--- src/design/lstk_pkg.sv ---
// ----------------------------------------------------------------------------
// lstk_pkg
// shared types and constants for the lifo stack with peek
// ----------------------------------------------------------------------------
package lstk_pkg;

    localparam int WORD_W = 32;
    localparam int CAP_W  = 7;
    localparam int POS_W  = 7;

    localparam logic [CAP_W-1:0]         CAP_RESET    = 7'd64;
    localparam logic signed [WORD_W-1:0] DATA_ONE     = 32'sd1;
    localparam logic signed [WORD_W-1:0] DATA_NEG_ONE = -32'sd1;
    localparam logic signed [WORD_W-1:0] DATA_ZERO    = 32'sd0;

    typedef enum logic [1:0] {
        MODE_PUSH = 2'd0,
        MODE_POP  = 2'd1,
        MODE_PEEK = 2'd2,
        MODE_TOP  = 2'd3
    } mode_t;

    typedef enum logic [1:0] {
        STATUS_OK       = 2'd0,
        STATUS_OVERFLOW = 2'd1,
        STATUS_EMPTY    = 2'd2,
        STATUS_BADPOS   = 2'd3
    } status_t;

    typedef struct packed {
        mode_t                     mode;
        logic signed [WORD_W-1:0]  push_value;
        logic [POS_W-1:0]          position;
    } req_t;

    typedef struct packed {
        logic signed [WORD_W-1:0]  data;
        status_t                   status;
        logic [CAP_W-1:0]          count;
        logic                      full_res;
        logic                      empty_res;
    } rsp_t;

    // commands broadcast to every cell of the chain
    typedef struct packed {
        logic push;
        logic pop;
        logic scan_load;
        logic scan_shift;
    } cell_cmd_t;

    typedef enum logic {
        CS_IDLE = 1'b0,
        CS_SCAN = 1'b1
    } ctrl_state_t;

endpackage

--- src/design/lstk_cell.sv ---
// ----------------------------------------------------------------------------
// lstk_cell
// one stack slot plus one scan slot; shifts with its neighbours
// ----------------------------------------------------------------------------
module lstk_cell (
    input  logic                                  clk,
    input  lstk_pkg::cell_cmd_t                   cmd,
    input  logic signed [lstk_pkg::WORD_W-1:0]    push_in,
    input  logic signed [lstk_pkg::WORD_W-1:0]    pop_in,
    input  logic signed [lstk_pkg::WORD_W-1:0]    scan_in,
    output logic signed [lstk_pkg::WORD_W-1:0]    data,
    output logic signed [lstk_pkg::WORD_W-1:0]    scan
);
    import lstk_pkg::*;

    logic signed [WORD_W-1:0] data_reg;
    logic signed [WORD_W-1:0] data_next;
    logic signed [WORD_W-1:0] scan_reg;
    logic signed [WORD_W-1:0] scan_next;

    always_comb
    begin
        data_next = data_reg;
        if (cmd.push)
        begin
            data_next = push_in;
        end
        else if (cmd.pop)
        begin
            data_next = pop_in;
        end

        scan_next = scan_reg;
        // snapshot of the stack, then walked towards the top
        if (cmd.scan_load)
        begin
            scan_next = data_reg;
        end
        else if (cmd.scan_shift)
        begin
            scan_next = scan_in;
        end
    end

    always_ff @(posedge clk)
    begin
        data_reg <= data_next;
        scan_reg <= scan_next;
    end

    assign data = data_reg;
    assign scan = scan_reg;

endmodule

--- config.mk ---
export PLATFORM = sky130hd
export DESIGN_NAME = lstk_cell
export DESIGN_NICKNAME = d
export VERILOG_FILES = /design/src/design/lstk_pkg.sv /design/src/design/lstk_cell.sv
export SDC_FILE = /design/constraint.sdc
export NUM_CORES = 1
export LEC_CHECK = 0
export BUFFER_PORTS_ARGS = -buffer_cell sky130_fd_sc_hd__buf_2
export CAP_MARGIN = 20
export CORE_ASPECT_RATIO = 1.5
export CORE_MARGIN = 10
export CORE_UTILIZATION = 40
export CTS_BUF_LIST = sky130_fd_sc_hd__clkbuf_4
export DETAILED_ROUTE_END_ITERATION = 12
export MAX_ROUTING_LAYER = met4
export PLACE_DENSITY_LB_ADDON = 0.05
export REMOVE_ABC_BUFFERS = 1
export SLEW_MARGIN = 5
export SYNTH_ARGS = -nofsm -noshare
export SYNTH_HDL_FRONTEND = slang
export SYNTH_SLANG_ARGS = --single-unit
--- constraint.sdc ---
create_clock -name clk -period 4.9 [get_ports clk]
set_input_delay 0.49 -clock clk [delete_from_list [all_inputs] [get_ports clk]]
set_output_delay 0.49 -clock clk [all_outputs]
set_load 0.005 [all_outputs]
# After elaboration in Yosys (flattened, before gate mapping)
# Cells that the tools add are included.
[word_totals] ff_bits=64 input_bits=101 wordCells=8
[op_classes] n_mux=4 reduce_logical=2
[ops] op="$mux W32" count=4
[ops] op="$reduce_bool A2 Y1" count=2

# Logic depth before layout (Yosys ltp)
[depth] word_depth=2 depth_mapped=3 ltp_nobuf=1

# Worst setup path after synthesis
# Ideal clock, no wire load.
[synth_path] path_kind="input-to-reg" from="input cmd[3] (netlist bit)" to="register data_reg[0] (netlist: data[0]), enable pin" setup_time_ns=0.390 arrival_time_ns=1.512 required_time_ns=4.510 slack_ns=2.997 cell_stages=3 path_buffers=2 path_cell_list="buf_6 > buf_12 > or2_1"
[synth_between] elab_chain_cells=1
[synth_rtl] element="from (decl)" line="lstk_cell.sv:7" rtl="input lstk_pkg::cell_cmd_t cmd,"
[synth_rtl] element="$reduce_bool A2 Y1 (no line)"
[synth_rtl] element="to (signal assigned)" line="lstk_cell.sv:47" rtl="data_reg <= data_next;"
[synth_rtl] element="to (decl)" line="lstk_cell.sv:16" rtl="logic signed [WORD_W-1:0] data_reg;"
# No other way between the ends.
# A chain may end at the register's enable or synchronous reset.

# Worst setup path in the final report
[layout_path] from="input cmd[3] (netlist bit)" to="register data_reg[11] (netlist: data[11]), enable pin"
# The elaborated chain is that of the path after synthesis.

==> impl_results.md <==
- Run status: complete, no violations
- Share of the clock period used by the worst path after layout: about 44%
- Fin Clk Skew: 0.00742 ns
- Die height: 126 um
- Count of antenna diodes in the layout: 0
- FMAX: around 460 MHz
- Initial Util: 41.5%
- Total of fill cells in the finished design: ~630
- Switching power share of the total: a little under a quarter
- Worst setup SP type: input port
- LEAKAGE: 1.87 nW
- Combinational family with the most area after synthesis: multiplexers
- Total wirelength of the detailed-routed design: 7280 um
- Required time at the worst-slack endpoint: between 4 and 5 ns
- Type of the worst setup path: input port to flop
- Layout Nets: between 400 and 500
- Max clock buf depth: 2
- Pin count of the biggest net entering global routing: 34
- Total of flip-flops plus latches after synthesis: 64
- Global-route wire length before repair: around 11000 um
- Mean instance size in the synthesized netlist: between 20 and 25 um2
- Synth Cell Area: a little over 3000 um2
- I/O pin total: 165
- Slew margin rel.: roughly 33%
- Std-Cell Core Area: around 7300 um2
- Count of routing violations after the opening detailed-route iteration: 33
- Num CTS Buffers: 9
- Number of gates resized after CTS: 0
- Final critical path time including I/O delays and setup: between 2 and 2.5 ns
- TritonCTS clock tree: built
- Worst-path cell chain: buf_2, or2_1, buf_4
- Cells taking the most area after synthesis: sky130_fd_sc_hd__edfxtp_1 (64%), sky130_fd_sc_hd__mux2_4 (29%), sky130_fd_sc_hd__buf_12 (4.0%)
- Number of remaining DRC errors: 0
- Setup TNS: 0 ns
- Cells after synthesis: 138
- Final design area excluding fillers: 3930 um2
- Number of clock sinks: 64
- Arrival time at the worst endpoint: ~2.3 ns
- Cell internal pwr: slightly above 900 uW
- Synthesized-area fraction occupied by and/or/nand/nor cells: 0.415%
- Port buffer count: between 150 and 200
- Worst-margin pin slew: between 0.9 and 1 ns
- Critical path fanouts, max: 33
- Top-area cell type share of the netlist area: between 60% and 70%
- Area leader, netlist: sky130_fd_sc_hd__edfxtp_1
- Overall routing resource usage: approximately 13%
- Compound-cell area share of the yosys netlist: 0%
- Count of final hold-check violations: 0
- Unrepaired setup endpoints after global routing: no
- Count of different cell masters after synthesis: 6
- Portion of netlist area occupied by mux cells: 31.1%
- Clk Tree Root Cell: sky130_fd_sc_hd__clkbuf_4
- Drt via density: roughly 4.4
- Number of antenna violations at the first check in global routing: 0
- # setup viols final: 0
- Slowest cell on the critical path: sky130_fd_sc_hd__buf_2
- Number of detailed-routing iterations run before antenna repair: 4
- Peak supply drop: around 0.15 mV
- Critical Path Sink Type: flop
- Fraction of synthesized cell area in xor and xnor cells: 0%
- Area added between synthesis and finish: 30.3%
- Power share of the combinational group: between 15 and 20%
- P_sw: about 270 uW
- Area taken by multi-input logic gates: 951 um2
- Part of the Yosys area used for sequential elements: 63.7%
- Antenna Violating Nets Remaining: 0
- Clock group share of total power: between 20% and 30%
- Source-to-sink clock delay at the later pin of the worst-skew pair: around 0.40 ns
- Total power per unit cell area: roughly 300 nW/um2
- Clock transition time at the flip-flop clock pins of the worst setup and hold paths: 0.09 ns
- Num rows: 38
- Routed wirelength normalized by instance count: between 15 and 20 um
- Post-CTS setup buffers: 0
- Via Count: 1823
- Total global routing overflow: 0
- Cts-stage hold buffer count: 0
- Post-Place Cell Area: roughly 3800 um2
- Final number of max-transition violations: 0
- Die Outline Area: between 10000 and 15000 um2
- Adder and majority gate portion of the synthesized area: 0%
- H-tree depth: 3
- Max-cap check violation count: 0
- Layout cell share with drive strength beyond 1: 78.1%
- Area used by sequential logic in the layout: approximately 1900 um2
- Largest stage delay on the critical path: about 0.75 ns
- Floorplan die width: just over 90 um
- Number of global-route vias before repair: ~2100
- Gp weighted congestion: 0.712
- Syn. warnings: 0
- Worst min path class: input port to flop
- Seq pwr share: between 50 and 60%
==> power groups by stage <==
stage,registers [mW],clock network (mW),logic [mW]
floorplan,0.718,0,0.0837
global placement,0.708,0,0.221
detailed placement,0.711,0,0.223
CTS,0.699,0.278,0.224
global route,0.705,0.302,0.237
finish,0.697,0.262,0.217
==> cell usage in the layout (no fill, tap or decap) <==
master	Yosys	layout
sky130_fd_sc_hd__or2_1	2	2
sky130_fd_sc_hd__edfxtp_1	64	64
sky130_fd_sc_hd__clkinv_2	0	1
sky130_fd_sc_hd__clkbuf_4	0	10
sky130_fd_sc_hd__mux2_4	58	58
sky130_fd_sc_hd__clkinv_1	0	2
sky130_fd_sc_hd__mux2_2	6	6
sky130_fd_sc_hd__buf_4	0	3
sky130_fd_sc_hd__buf_2	0	164
==> kinds of logic (layout without fill, tap and decap cells) <==
logic type,after synthesis,in the layout
flip-flops,64,64
multiplexers,64,64
buffers and inverters,8,180
AND/OR/NAND/NOR,2,2
==> Yosys cell counts (all sizes together) <==
library cell	number
buf	8
edfxtp	64
mux2	64
or2	2
==> per-layer routing <==
metal | track usage [%] | vias up | share of wire (%)
met1 | 12.6 | 834 | 38
met5 | - | - | 0
met3 | 5.31 | 8 | 7.0
met4 | 4.72 | 0 | 1.1
li1 | - | 880 | -
met2 | 22.5 | 101 | 54
==> cell type report <==
class / instances / area share, %
tap: 100 / 3.18
sequential: 64 / 48.9
timing repair buffer: 167 / 21.5
clock inverter: 3 / 0.318
clock buffer: 10 / 1.91
multi-input combinational: 66 / 24.2
==> stage by stage <==
step           worst slack (ns)  hold WS (ns)  instances  utilization (%)  power [mW]
2_1_floorplan              3.28         0.577        130                -       0.802
3_3_place_gp               2.29         0.553        397             52.8       0.930
3_5_place_dp               2.24         0.558        397             52.8       0.935
4_1_cts                    2.69         0.346        410             54.0        1.20
5_1_grt                    2.59         0.337        410             54.0        1.24
6_report                   2.74         0.379        410             54.0        1.18
==> final timing paths <==
| path | start | endpoint | slack, ns | depth (start not counted) |
|---|---|---|---|---|
| max | cmd[3] | data[11] | 2.74 | 3 |
| min | pop_in[10] | data[10] | 0.38 | 2 |
| max reg2reg | data[0] | scan[0] | 3.96 | 1 |
| min reg2reg | data[4] | scan[4] | 0.57 | 1 |
==> worst max-delay path, delay by kind of cell <==
kind | cells | cell delay (ns)
buffers and inverters | 2 | 1.12
and+or+nand+nor | 1 | 0.63
Note: power is estimated with default switching activity, not from simulation.
