<file path="config.mk">
export PLATFORM = sky130hd
export DESIGN_NAME = lstk_ctrl
export DESIGN_NICKNAME = d
export VERILOG_FILES = /design/src/design/lstk_pkg.sv /design/src/design/lstk_ctrl.sv
export SDC_FILE = /design/constraint.sdc
export NUM_CORES = 1
export LEC_CHECK = 0
export BUFFER_PORTS_ARGS = -buffer_cell sky130_fd_sc_hd__buf_2
export CAP_MARGIN = 25
export CORE_MARGIN = 10
export CORE_UTILIZATION = 40
export CTS_CLUSTER_DIAMETER = 80
export DETAILED_ROUTE_END_ITERATION = 6
export PLACE_DENSITY = 0.8
export SLEW_MARGIN = 10
export SYNTH_ARGS = -nofsm -noshare
export SYNTH_HDL_FRONTEND = slang
export SYNTH_SLANG_ARGS = --single-unit
export TNS_END_PERCENT = 30
</file>
<file path="constraint.sdc">
create_clock -name clk -period 4.3 [get_ports clk]
set_input_delay 1.075 -clock clk [delete_from_list [all_inputs] [get_ports clk]]
set_output_delay 1.075 -clock clk [all_outputs]
set_load 0.01 [all_outputs]
</file>
<file path="src/design/lstk_pkg.sv">
// ----------------------------------------------------------------------------
// lstk_pkg
// shared types and constants for the lifo stack with peek
// ----------------------------------------------------------------------------
package lstk_pkg;

    localparam int WORD_W = 32;
    localparam int CAP_W  = 7;
    localparam int POS_W  = 7;

    localparam logic [CAP_W-1:0]         CAP_RESET    = 7'd64;
    localparam logic signed [WORD_W-1:0] DATA_ONE     = 32'sd1;
    localparam logic signed [WORD_W-1:0] DATA_NEG_ONE = -32'sd1;
    localparam logic signed [WORD_W-1:0] DATA_ZERO    = 32'sd0;

    typedef enum logic [1:0] {
        MODE_PUSH = 2'd0,
        MODE_POP  = 2'd1,
        MODE_PEEK = 2'd2,
        MODE_TOP  = 2'd3
    } mode_t;

    typedef enum logic [1:0] {
        STATUS_OK       = 2'd0,
        STATUS_OVERFLOW = 2'd1,
        STATUS_EMPTY    = 2'd2,
        STATUS_BADPOS   = 2'd3
    } status_t;

    typedef struct packed {
        mode_t                     mode;
        logic signed [WORD_W-1:0]  push_value;
        logic [POS_W-1:0]          position;
    } req_t;

    typedef struct packed {
        logic signed [WORD_W-1:0]  data;
        status_t                   status;
        logic [CAP_W-1:0]          count;
        logic                      full_res;
        logic                      empty_res;
    } rsp_t;

    // commands broadcast to every cell of the chain
    typedef struct packed {
        logic push;
        logic pop;
        logic scan_load;
        logic scan_shift;
    } cell_cmd_t;

    typedef enum logic {
        CS_IDLE = 1'b0,
        CS_SCAN = 1'b1
    } ctrl_state_t;

endpackage

</file>
<file path="src/design/lstk_ctrl.sv">
// ----------------------------------------------------------------------------
// lstk_ctrl
// fill count, capacity register, peek sequencer and result register
// ----------------------------------------------------------------------------
module lstk_ctrl #(
    parameter int DEPTH = 64
) (
    input  logic                                  clk,
    input  logic                                  rst_n,
    input  logic                                  req_valid,
    output logic                                  req_ready,
    input  lstk_pkg::req_t                        req,
    output logic                                  rsp_valid,
    input  logic                                  rsp_ready,
    output lstk_pkg::rsp_t                        rsp,
    input  logic                                  cap_we,
    input  logic [lstk_pkg::CAP_W-1:0]            cap_wdata,
    input  logic signed [lstk_pkg::WORD_W-1:0]    top_data,
    input  logic signed [lstk_pkg::WORD_W-1:0]    scan_data,
    output lstk_pkg::cell_cmd_t                   cmd
);
    import lstk_pkg::*;

    localparam int CW = $clog2(DEPTH + 1);
    localparam int EW = (CW > CAP_W) ? CW : CAP_W;

    ctrl_state_t       state_reg;
    ctrl_state_t       state_next;
    logic [CW-1:0]     count_reg;
    logic [CW-1:0]     count_next;
    logic [POS_W-1:0]  steps_reg;
    logic [POS_W-1:0]  steps_next;
    logic [CAP_W-1:0]  cap_reg;
    logic              rsp_valid_reg;
    logic              rsp_valid_next;
    rsp_t              rsp_reg;
    rsp_t              rsp_next;

    logic [EW-1:0]     cap_ext;
    logic [EW-1:0]     cap_eff;
    logic [EW-1:0]     count_ext;
    logic [EW-1:0]     count_next_ext;
    logic              accept;
    logic              load_rsp;
    logic signed [WORD_W-1:0] r_data;
    status_t           r_status;

    // capacity clamped to 1..DEPTH
    always_comb
    begin
        cap_ext = EW'(cap_reg);
        if (cap_reg == '0)
        begin
            cap_eff = EW'(1);
        end
        else if (cap_ext > EW'(DEPTH))
        begin
            cap_eff = EW'(DEPTH);
        end
        else
        begin
            cap_eff = cap_ext;
        end
    end

    assign count_ext = EW'(count_reg);
    assign req_ready = (state_reg == CS_IDLE) && (!rsp_valid_reg || rsp_ready);
    assign accept    = req_valid && req_ready;

    always_comb
    begin
        state_next     = state_reg;
        count_next     = count_reg;
        steps_next     = steps_reg;
        rsp_valid_next = rsp_valid_reg && !rsp_ready;
        cmd            = '0;
        load_rsp       = 1'b0;
        r_data         = DATA_ZERO;
        r_status       = STATUS_OK;

        case (state_reg)
            CS_IDLE:
            begin
                if (accept)
                begin
                    load_rsp = 1'b1;
                    case (req.mode)
                        MODE_PUSH:
                        begin
                            if (count_ext >= cap_eff)
                            begin
                                r_status = STATUS_OVERFLOW;
                            end
                            else
                            begin
                                cmd.push   = 1'b1;
                                count_next = count_reg + 1'b1;
                            end
                        end
                        MODE_POP:
                        begin
                            if (count_reg == '0)
                            begin
                                r_data   = DATA_ONE;
                                r_status = STATUS_EMPTY;
                            end
                            else
                            begin
                                cmd.pop    = 1'b1;
                                r_data     = top_data;
                                count_next = count_reg - 1'b1;
                            end
                        end
                        MODE_PEEK:
                        begin
                            if (req.position == '0 || EW'(req.position) > count_ext)
                            begin
                                r_data   = DATA_NEG_ONE;
                                r_status = STATUS_BADPOS;
                            end
                            else
                            begin
                                // walk the snapshot up by position - 1 slots
                                load_rsp      = 1'b0;
                                cmd.scan_load = 1'b1;
                                steps_next    = req.position - 1'b1;
                                state_next    = CS_SCAN;
                            end
                        end
                        MODE_TOP:
                        begin
                            if (count_reg == '0)
                            begin
                                r_data   = DATA_NEG_ONE;
                                r_status = STATUS_EMPTY;
                            end
                            else
                            begin
                                r_data = top_data;
                            end
                        end
                        default:
                        begin
                            load_rsp = 1'b0;
                        end
                    endcase
                end
            end
            CS_SCAN:
            begin
                if (steps_reg == '0)
                begin
                    load_rsp   = 1'b1;
                    r_data     = scan_data;
                    state_next = CS_IDLE;
                end
                else
                begin
                    cmd.scan_shift = 1'b1;
                    steps_next     = steps_reg - 1'b1;
                end
            end
            default:
            begin
                state_next = CS_IDLE;
            end
        endcase

        count_next_ext = EW'(count_next);
        rsp_next       = rsp_reg;
        if (load_rsp)
        begin
            rsp_valid_next     = 1'b1;
            rsp_next.data      = r_data;
            rsp_next.status    = r_status;
            rsp_next.count     = count_next_ext[CAP_W-1:0];
            rsp_next.full_res  = (count_next_ext >= cap_eff);
            rsp_next.empty_res = (count_next == '0);
        end
    end

    always_ff @(posedge clk or negedge rst_n)
    begin
        if (!rst_n)
        begin
            state_reg     <= CS_IDLE;
            count_reg     <= '0;
            steps_reg     <= '0;
            cap_reg       <= CAP_RESET;
            rsp_valid_reg <= 1'b0;
        end
        else
        begin
            state_reg     <= state_next;
            count_reg     <= count_next;
            steps_reg     <= steps_next;
            rsp_valid_reg <= rsp_valid_next;
            if (cap_we)
            begin
                cap_reg <= cap_wdata;
            end
        end
    end

    always_ff @(posedge clk)
    begin
        rsp_reg <= rsp_next;
    end

    assign rsp_valid = rsp_valid_reg;
    assign rsp       = rsp_reg;

endmodule

</file>
* Word level (Yosys, flattened, before mapping)
Index checks and enable logic that the tools add are counted.
W data, S select, Z words.
** Word-level totals
- Word-level logic and storage cells :: 84
- Bits in registers :: 66
- Output and inout port bits :: 49
- Input bits :: 117
** Cells by class
- Add/sub/neg operators :: 4
- Bitwise operators :: 2
- Reductions and logical operators :: 16
- Magnitude comparators :: 4
- Mux-type cells :: 41
- Equality and inequality tests :: 7
** Operator list (count)
- $mux W32 :: 5
- $pmux W32 S3 :: 1
- $mux W7 :: 10
- $pmux W32 S2 :: 1
- $logic_not A7 Y1 :: 5
- $pmux W7 S2 :: 2
- $sub A7 B1 Y7 const B :: 3
- $mux W1 :: 15
- $ge A7 B7 Y1 :: 2
- $add A7 B1 Y7 const B :: 1
- $gt A7 B7 Y1 :: 1
- $gt A7 B7 Y1 const B :: 1
- $mux W3 :: 2
- $ne A2 B2 Y1 const B :: 3
- $pmux W2 S3 :: 1
- $eq A2 B2 Y1 const B :: 2
- $mux W2 :: 2
- $pmux W1 S2 :: 2
- $reduce_and A4 Y1 :: 1
- $reduce_or A2 Y1 :: 2
- $logic_and A1 B1 Y1 :: 3
- $eq A2 B1 Y1 const B :: 1
- $logic_not A1 Y1 :: 2
- $logic_not A2 Y1 :: 1
- other kinds (3) :: 5

* Depth between registers and ports, before layout
- Depth in word-level cells :: 9
- Gate-level depth with buffers :: 19
- Depth with buffers taken out :: 19

* Worst setup path before layout
OpenSTA, ideal clock, no wires.
- Kind :: input to register
- From :: input req[5] (netlist name)
- To :: register rsp_reg (netlist bit rsp[0]) (enable)
- Library setup time :: 0.403 ns
- Required time :: 3.897 ns
- Arrival time :: 3.108 ns
- Stages on the path :: 7
- Setup slack :: 0.790 ns
- Path buffers :: 0
- Cell sequence :: ha_1 -> nand3_1 -> a21boi_0 -> a22o_1 -> a21oi_1 -> o311a_1 -> or2_1
** On the way
- Cells in the longest elaborated chain, start to end :: 6
- Elaborated cells on any way between the ends :: 7
- Those cells by class :: 1 x order compare; 4 x mux; 2 x reduce/logical
** Ends and longest elaborated chain
- start, declared :: RTL line lstk_ctrl.sv:12 : input lstk_pkg::req_t req,
- $gt A7 B7 Y1 / $logic_not A7 Y1 (equally long branches) :: RTL line lstk_ctrl.sv:116 : if (req.position == '0 || EW'(req.position) > count_ext)
- $logic_or A1 B1 Y1 (*) :: RTL line lstk_ctrl.sv:116
- $mux W1 (*) :: RTL line lstk_ctrl.sv:116
- $mux W1 (*) :: RTL line lstk_ctrl.sv:87 : case (req.mode)
- $mux W1 (*) :: RTL line lstk_ctrl.sv:84 : if (accept)
- $pmux W1 S2 (*) :: RTL line lstk_ctrl.sv:81 : case (state_reg)
- net load_rsp :: RTL line lstk_ctrl.sv:44 : logic load_rsp;
- end signal, assigned :: RTL line lstk_ctrl.sv:207 : rsp_reg <= rsp_next;
- end, declared :: RTL line lstk_ctrl.sv:36 : rsp_t rsp_reg;
The timed path passes the listed nets; every way through them passes the cells marked *.
A chain may end at the register's enable or synchronous reset.

==> out/metrics.yaml <==
holdPathEnd: "cap_ext[0]"
p_leak_uw: 0.00228
coreArea_mm2: 0.00977
min_path_type: "reg -> reg"
seqCellArea_mm2: 0.00187
cts_buffer_depth: 2
rsz0062_at_grt: "false"
ys_types: 53
drc: 0
io_pins: 166
synth_nets: 546
rows: 36
cp_top_family: "compound AO/OA/AOI/OAI gates"
largest_reg_flops: 43
cp_slowest_cell: "ha_1"
htreeDepth: 3
grt_max_degree: 36
min_delay_path_depth: 1
cts_setup_buffers: 0
path_cells: "buf_2, ha_1, a21o_1, a21oi_1, and3b_1, a21oi_1, nor4_2, buf_2"
wire_per_inst_um: 17.8
synthFlopType: "edfxtp_1"
grt_pass1_wl_um: 19500
yosysSeqAreaShare_pct: 46.4
place_congestion: 0.898
finalClockSkew_ps: 14.6
cts.clk_slew.worst_paths_ps: 80
netlist_area_mm2: 0.00403
reg2reg_from: "cap_ext[6]"
synthArstFlopShare_pct: 34.8
synth.avg_cell_area_um2: 9.97
crit_arrival_ps: 2600
yosysWarnings: 0
area_growth_pct: 27.0
cts.hold.buffers_added: 0
worst_pin_slew_ps: 695
syn-instance-count: 404
cts_buffers: 9
antenna_found_initial: 0
cp_num_buf_inv: 2
initial_core_util_pct: 41.2
die_w_um: 120
hold_viol: 0
grt_usage_pct: 16.3
ir_worst_vdd_v: 0.000203
die_y_um: 120
hold_ws_ps: 528
numPortBuffers: 133
synth_edf_count: 43
min_period_ps: 3670
ys_seq_elements: 66
ant_nets: 0
setup_violations: 0
tns_ps: 0
antenna_cells: 0
worst_slack_ps: 630
status: "completed"
grt_pass1_vias: 3865
clockRootBuffer: "clkbuf_8"
vias: 3664
power.density_mw_per_mm2: 486
n_fill_cell: 903
multi_input_area_mm2: 0.00199
cts_tree: "done"
period_share_pct: 85.4
clock_latency_ps: 350
hpwlAfterDp_um: 9220
drive_above_1_share_pct: 33.6
crit_required_ps: 3220
worst_path_largest_cell_delay_ps: 310
wirelength_um: 12000
die_area_mm2: 0.0145
maxSlewHeadroom_pct: 53.3
clock-sinks: 66
r2r_end: "rsp[1]"
drv_cap: 0
drt_iter0_markers: 315
post_cts_resized: 0
dpl_worst_slack_ps: 507
slew_viol_final: 0
worst-path-max-fanout: 4
r2r_slack_ps: 780
drt_first_pass_iters: 5
end_kind: "output pin"
fmax_mhz: 272
grt-ovfl-total: 0
startpoint_type: "primary input"
routed_via_density: 5.45
hp-start: "cap_ext[0]"
nets: 676
worstSetupPathType: "in -> out"
rr_worst_depth: 18
## stage by stage
step,util (%),power (µW),area [µm²],std cells
after global routing,52.4,2680,5120,672
after detailed placement,49.8,1850,4870,656
after CTS,52.4,2510,5120,672
final,52.4,2490,5120,672
after global placement,49.5,1800,4840,654
after floorplan,-,1550,4030,404
## worst max-delay path by stage
stage          startpoint  endpoint  slack [ps]  cells past startpoint
3_3_place_gp      req[40]    rsp[1]         530                     13
5_1_grt        cap_ext[6]    rsp[1]         390                     18
4_1_cts            req[5]    cmd[1]         620                      8
2_1_floorplan      req[5]    rsp[0]         790                      7
6_report           req[5]    cmd[1]         630                      8
3_5_place_dp      req[40]    rsp[1]         510                     13
## kinds of logic (layout without fill, tap and decap cells)
kind of cell	after synthesis	after routing	synth area share [%]
flops	66	66	46.4
buf+inv	45	180	4.47
fa+ha+maj	25	25	7.76
mux	13	13	3.45
xor+xnor	11	11	2.39
compound gates	126	126	21.2
simple gates	118	118	14.3
## worst reg2reg max path, delay by kind of cell, from the launching register on
| family | cells | cell delay [ps] |
|---|---|---|
| AND/OR/NAND/NOR | 5 | 490 |
| flip-flops | 1 | 560 |
| adder cells (fa/ha/maj) | 2 | 530 |
| buffers and inverters | 2 | 200 |
| XOR/XNOR | 1 | 280 |
| AO/OA/AOI/OAI | 8 | 1220 |
## layout by cell type, fill, tap and decap left out, types with 6 or more instances in the layout
master / Yosys / final
buf_2: 3 / 133
a22o_1: 32 / 32
nor2_1: 47 / 46
xnor2_1: 7 / 7
nor3_1: 10 / 10
ha_1: 25 / 25
mux2_2: 6 / 6
inv_1: 19 / 19
a21oi_1: 20 / 20
dfrtp_1: 22 / 22
nand2_1: 22 / 22
buf_4: 0 / 7
nand3_1: 8 / 8
mux2i_1: 6 / 6
clkbuf_8: 0 / 9
edfxtp_1: 43 / 43
o21ai_1: 40 / 39
## per-layer routing
layer / vias to the layer above / wire length [µm] / track usage, %
li1: 1763 / - / -
met1: 1758 / 4920 / 18.4
met2: 125 / 5780 / 27.5
met3: 18 / 1070 / 6.61
met4: 0 / 224 / 5.20
met5: - / 0 / 0
## layout make-up
class | instances | area share [%]
flip-flops and latches | 66 | 36.5
inverters | 21 | 1.54
clock inverters | 7 | 2.44
repair buffers | 143 | 15.0
well taps | 133 | 3.25
clock buffers | 9 | 2.42
multi-input cells | 293 | 38.8
## cells in the mapped netlist (all sizes together), types with 4 or more instances
cell / count / area (µm²)
buf: 5 / 30.0
and3: 4 / 25.0
clkbuf: 19 / 71.3
nor2: 48 / 183
nand2b: 5 / 31.3
mux2: 7 / 78.8
xnor2: 7 / 61.3
a22o: 32 / 280
mux2i: 6 / 60.1
nand3: 9 / 50.1
a21oi: 20 / 100
a222oi: 5 / 50.1
nand2: 22 / 82.6
inv: 21 / 78.8
nor4: 4 / 46.3
or2: 4 / 25.0
o21ai: 44 / 220
nor3: 11 / 60.1
a21o: 5 / 37.5
xor2: 4 / 35.0
dfrtp: 22 / 551
ha: 25 / 313
edfxtp: 43 / 1290
a31oi: 5 / 31.3
nor2b: 5 / 31.3
## power breakdown
group / total, µW / internal (µW) / switching [µW]
Combinational: 881 / 374 / 507
Sequential: 954 / 829 / 125
Clock: 654 / 390 / 264
Total: 2490 / 1590 / 895
Note: power is estimated with default switching activity, not from simulation.
